`src/ewb_pkg.sv`:
```
// ---------------------------------------------------------------------------
// ewb_pkg
// Constants and rounding helpers for the euler world-to-body transform.
// ---------------------------------------------------------------------------
package ewb_pkg;

	localparam int ANGLE_BITS_DEF = 16;
	localparam int POS_BITS_DEF   = 20;
	localparam int OUT_BITS       = 22;

	// quarter-sine polynomial, Q15
	localparam logic [15:0] POLY_A   = 16'd51472;
	localparam logic [14:0] POLY_B   = 15'd21024;
	localparam logic [11:0] POLY_C   = 12'd2320;
	localparam logic [15:0] TRIG_ONE = 16'd32768;

	// axis component width (Q15, signed, with headroom)
	localparam int COMP_W = 19;

	typedef logic signed [16:0] trig_t;
	typedef logic signed [33:0] pair_t;
	typedef logic signed [50:0] triple_t;
	typedef logic signed [COMP_W-1:0] comp_t;

	// round half up by 15 bits
	function automatic comp_t rnd15(input logic signed [34:0] v);
		logic signed [34:0] t;
		t = v + 35'sd16384;
		return comp_t'(t >>> 15);
	endfunction

	// round half up by 30 bits
	function automatic comp_t rnd30(input logic signed [53:0] v);
		logic signed [53:0] t;
		t = v + (54'sd1 <<< 29);
		return comp_t'(t >>> 30);
	endfunction

endpackage

```
`src/ewb_qsine.sv`:
```
// ---------------------------------------------------------------------------
// ewb_qsine
// Four-stage quarter-wave sine, S(z) = z*(A - z2*(B - z2*C)), Q15 in and out.
// ---------------------------------------------------------------------------
module ewb_qsine (
	input  logic        clk,
	input  logic [3:0]  en,      // stage enables, lowest bit first stage
	input  logic [15:0] z,       // 0..32768
	output logic [15:0] q        // 0..32768
);
	import ewb_pkg::*;

	logic [15:0] z_a, z_b, z_c;
	logic [16:0] z2_a, z2_b;
	logic [14:0] inner_b;
	logic [15:0] p_c;
	logic [31:0] zz, cz, iz, pz;

	assign zz = 32'(z) * 32'(z);
	assign cz = 32'(z2_a) * 32'(POLY_C);
	assign iz = 32'(z2_b) * 32'(inner_b);
	assign pz = 32'(z_c) * 32'(p_c);

	always_ff @(posedge clk) begin
		if (en[0]) begin
			z_a  <= z;
			z2_a <= zz[31:15];
		end
		if (en[1]) begin
			z_b     <= z_a;
			z2_b    <= z2_a;
			inner_b <= POLY_B - cz[29:15];
		end
		if (en[2]) begin
			z_c <= z_b;
			p_c <= POLY_A - iz[30:15];
		end
		if (en[3]) begin
			q <= pz[30:15];
		end
	end

endmodule

```
`config.mk`:
```
export PLATFORM = sky130hd
export DESIGN_NAME = ewb_qsine
export DESIGN_NICKNAME = d
export VERILOG_FILES = /design/src/ewb_pkg.sv /design/src/ewb_qsine.sv
export SDC_FILE = /design/constraint.sdc
export NUM_CORES = 2
export LEC_CHECK = 0
export ABC_CLOCK_PERIOD_IN_PS = 19260
export BUFFER_PORTS_ARGS = -buffer_cell sky130_fd_sc_hd__buf_4
export CORE_MARGIN = 10
export CORE_UTILIZATION = 55
export DETAILED_ROUTE_END_ITERATION = 10
export PLACE_DENSITY = 0.71
export REMOVE_ABC_BUFFERS = 1
export SLEW_MARGIN = 0
export SYNTH_ARGS = -nofsm -noshare
export SYNTH_HDL_FRONTEND = slang
export SYNTH_SLANG_ARGS = --single-unit
export TNS_END_PERCENT = 5
```
`constraint.sdc`:
```
create_clock -name clk -period 19.26 [get_ports clk]
set_input_delay 1.926 -clock clk [delete_from_list [all_inputs] [get_ports clk]]
set_output_delay 1.926 -clock clk [all_outputs]
set_load 0.01 [all_outputs]
```
==> results by group <==
Setup path
  – CP max FO: 12
  – Crit Path Class: input port to flop
  – CP required: 19.55 ns
  – R2r endpoint: p_c[15]$_DFFE_PP_
  – R2R Path Start: inner_b[6]$_DFFE_PP_
  – Startpoint types: input port
  – Slowest CP cell: fa_1
  – Most common cell on crit path: inv_1
  – R2r setup slk: 11.59 ns
  – R2R depth: 24
  – Crit-path max cell delay: 0.53 ns
  – Crit path capture type: flop
  – Worst endpoint data arrival time: 8.32 ns

Global route
  – First-pass GRT wire length: roughly 110000 um
  – GRT Util Overall: 22.0%
  – Largest net degree at the start of global routing: slightly below 50
  – Antenna violations before repair: 0
  – Total congestion overflow: 0
  – Number of global-route vias before repair: around 22000

Synth
  – Largest cells by area after synthesis: fa_1, ha_1, edfxtp_1, inv_1, and2_1
  – Synth unique cells: 71
  – Cell count after synthesis: 2980
  – Post-synth top flop: edfxtp_1
  – EDFF count, synth: 129
  – Top post-synthesis cells by count: inv_1, fa_1, nand2_1, ha_1, and2_1
  – Async set or reset register ratio after synthesis: 0%
  – Mean Syn Cell Area: 9.60 um2
  – Yosys reg bits: around 130
  – Mapped cell area: 0.0286 mm2
  – Yosys top cell area share: 38.8%
  – Most numerous cell in the Yosys netlist: inv_1
  – Cell taking the most area after synthesis: fa_1
  – Ys Warns: 0
  – Sequential area share after synthesis: 13.5%

Drt
  – Final antenna-violating net count: 0
  – WL met1: 25800 um
  – Wire length per cell: 17.4 um
  – Pre-antenna DRT Iters: 5
  – Metal3 WL: between 3000 and 4000 um
  – Max Used Layer: met4
  – Vias per cell: 5.40
  – Met2 WL: 32200 um
  – Via count: 19700
  – # DRC: 0
  – First DRT Iteration DRCs: approximately 1000
  – Drt total wl: between 60000 and 70000 um

Clocking
  – Clock Tree Root: clkbuf_16
  – TritonCTS Buffers: 17
  – Setup Buffers After CTS: 0
  – Gates resized, CTS repair: 0
  – CTS tree: built
  – CTS Hold Bufs: 0
  – Clock sinks: 129
  – Clock slew at reported path FFs: 0.06 ns
  – Clock Latency Late Sink: 0.47 ns
  – H-Tree Level Count: 4
  – CTS max path bufs: 2

Placed design
  – DP HPWL: 50700 um
  – GPL Wtd Cong: 0.913
  – Port bufs: 36

Timing
  – Highest clock rate: 125 MHz
  – Max_slew headroom: 39.5%
  – Slew @ Worst Pin: 0.907 ns
  – Fin. max-slew vios: 0
  – Final Critical Period: about 8.0 ns
  – Crit share post-route: 41.7%
  – Endpoints failing setup: 0
  – Clock Skews: 0.0155 ns
  – Setup TNS: 0 ns
  – Final Hold Viols: 0
  – Unrepaired setup endpoints after global routing: no

Min path
  – Hold EP: z_c[3]$_DFFE_PP_
  – HP Class: flop to flop
  – HP Start: z_b[3]$_DFFE_PP_
  – Hold Path Depth: 0

Run
  – Max Cap Viol: 0

Cells and area
  – Layout cell share with drive strength beyond 1: around 3.2%
  – Nets@finish: 3867
  – Area delta synth->final: 4.80%
  – Antenna fix cells: 0

Outcome
  – Outcome: finished clean

Floorplanning
  – Die ar.: roughly 0.062 mm2
  – Initial Util: 55.7%
  – Die height: 248 um
  – Num rows: 83
  – Core ar.: 0.0514 mm2
  – # IOs: 37
  – Die X: 248 um
routing by layer:
layer,vias to the layer above,GRT usage [%]
met5,-,0
met4,0,7.38
met3,125,3.08
met2,644,38.7
met1,9937,27.3
li1,8967,-
flip-flops by register name, summed over array words and instances (netlist names):
| signal | flops |
|---|---|
| z2_a | 17 |
| z2_b | 17 |
| p_c | 16 |
| q | 16 |
| z_a | 16 |
| z_b | 16 |
| z_c | 16 |
| inner_b | 15 |
stage by stage:
stage	hold WS [ns]	util (%)	setup slack, ns	std cells	instance area, um2
3_5_place_dp	0.405	57.3	10.75	3613	29400
3_3_place_gp	0.403	57.3	10.94	3613	29400
6_report	0.418	58.3	11.23	3645	30000
4_1_cts	0.420	58.3	11.25	3645	30000
5_1_grt	0.423	58.3	10.95	3645	30000
2_1_floorplan	0.400	-	11.70	2891	28300
how the worst max path moves through the flow:
| stage | startpoint | endpoint | depth (start not counted) | slack, ns |
|---|---|---|---|---|
| 2_1_floorplan | z[8] | z2_a[16]$_DFFE_PP_ | 25 | 11.70 |
| 4_1_cts | z[8] | z2_a[14]$_DFFE_PP_ | 26 | 11.25 |
| 3_5_place_dp | z[8] | z2_a[14]$_DFFE_PP_ | 26 | 10.75 |
| 3_3_place_gp | z[8] | z2_a[16]$_DFFE_PP_ | 26 | 10.94 |
| 5_1_grt | z[8] | z2_a[14]$_DFFE_PP_ | 26 | 10.95 |
| 6_report | z[8] | z2_a[14]$_DFFE_PP_ | 26 | 11.23 |
worst max-delay path: cells and delay by family:
family | cells | cell delay, ns
adders and majority gates | 7 | 3.28
AOI/OAI and AO/OA | 9 | 2.10
and+or+nand+nor | 2 | 0.34
buffers and inverters | 8 | 0.67
final cells by class:
type	instances	area [um2]
Fill cell	4346	21400
Tap cell	680	851
Clock inverter	14	118
Multi-Input combinational cell	2023	21600
Timing Repair Buffer	42	315
Clock buffer	18	429
Inverter	739	2770
Sequential cell	129	3870
cell families (layout without fill, tap and decap cells):
| group | after synthesis | in the layout | synth area share (%) |
|---|---|---|---|
| fa+ha+maj | 895 | 895 | 53.7 |
| simple gates | 856 | 856 | 14.7 |
| buf+inv | 828 | 813 | 10.9 |
| compound gates | 188 | 188 | 4.61 |
| flops | 129 | 129 | 13.5 |
| xor+xnor | 80 | 80 | 2.45 |
| mux | 4 | 4 | 0.144 |
cells in the final DEF (no fill, tap or decap), drive strengths merged, types with 6 or more instances in the layout:
cell,netlist,final
edfxtp,129,129
xor2,18,18
nor2b,10,10
and4,7,7
o21ai,36,36
inv,739,748
nand2,369,369
nor3,30,30
a21oi,51,51
xnor2,62,62
buf,3,42
or3,9,9
fa,555,555
ha,339,339
a21o,15,15
and2,295,295
nor2,82,82
nand2b,12,12
or2,6,6
clkbuf,86,18
nand4,9,9
a211oi,8,8
o21a,11,11
nand3,10,10
and3,7,7
a31oi,13,13
o211ai,10,10
Power is not shown: default switching activity piles up to over one toggle a cycle in this logic, so the estimate is an artifact.
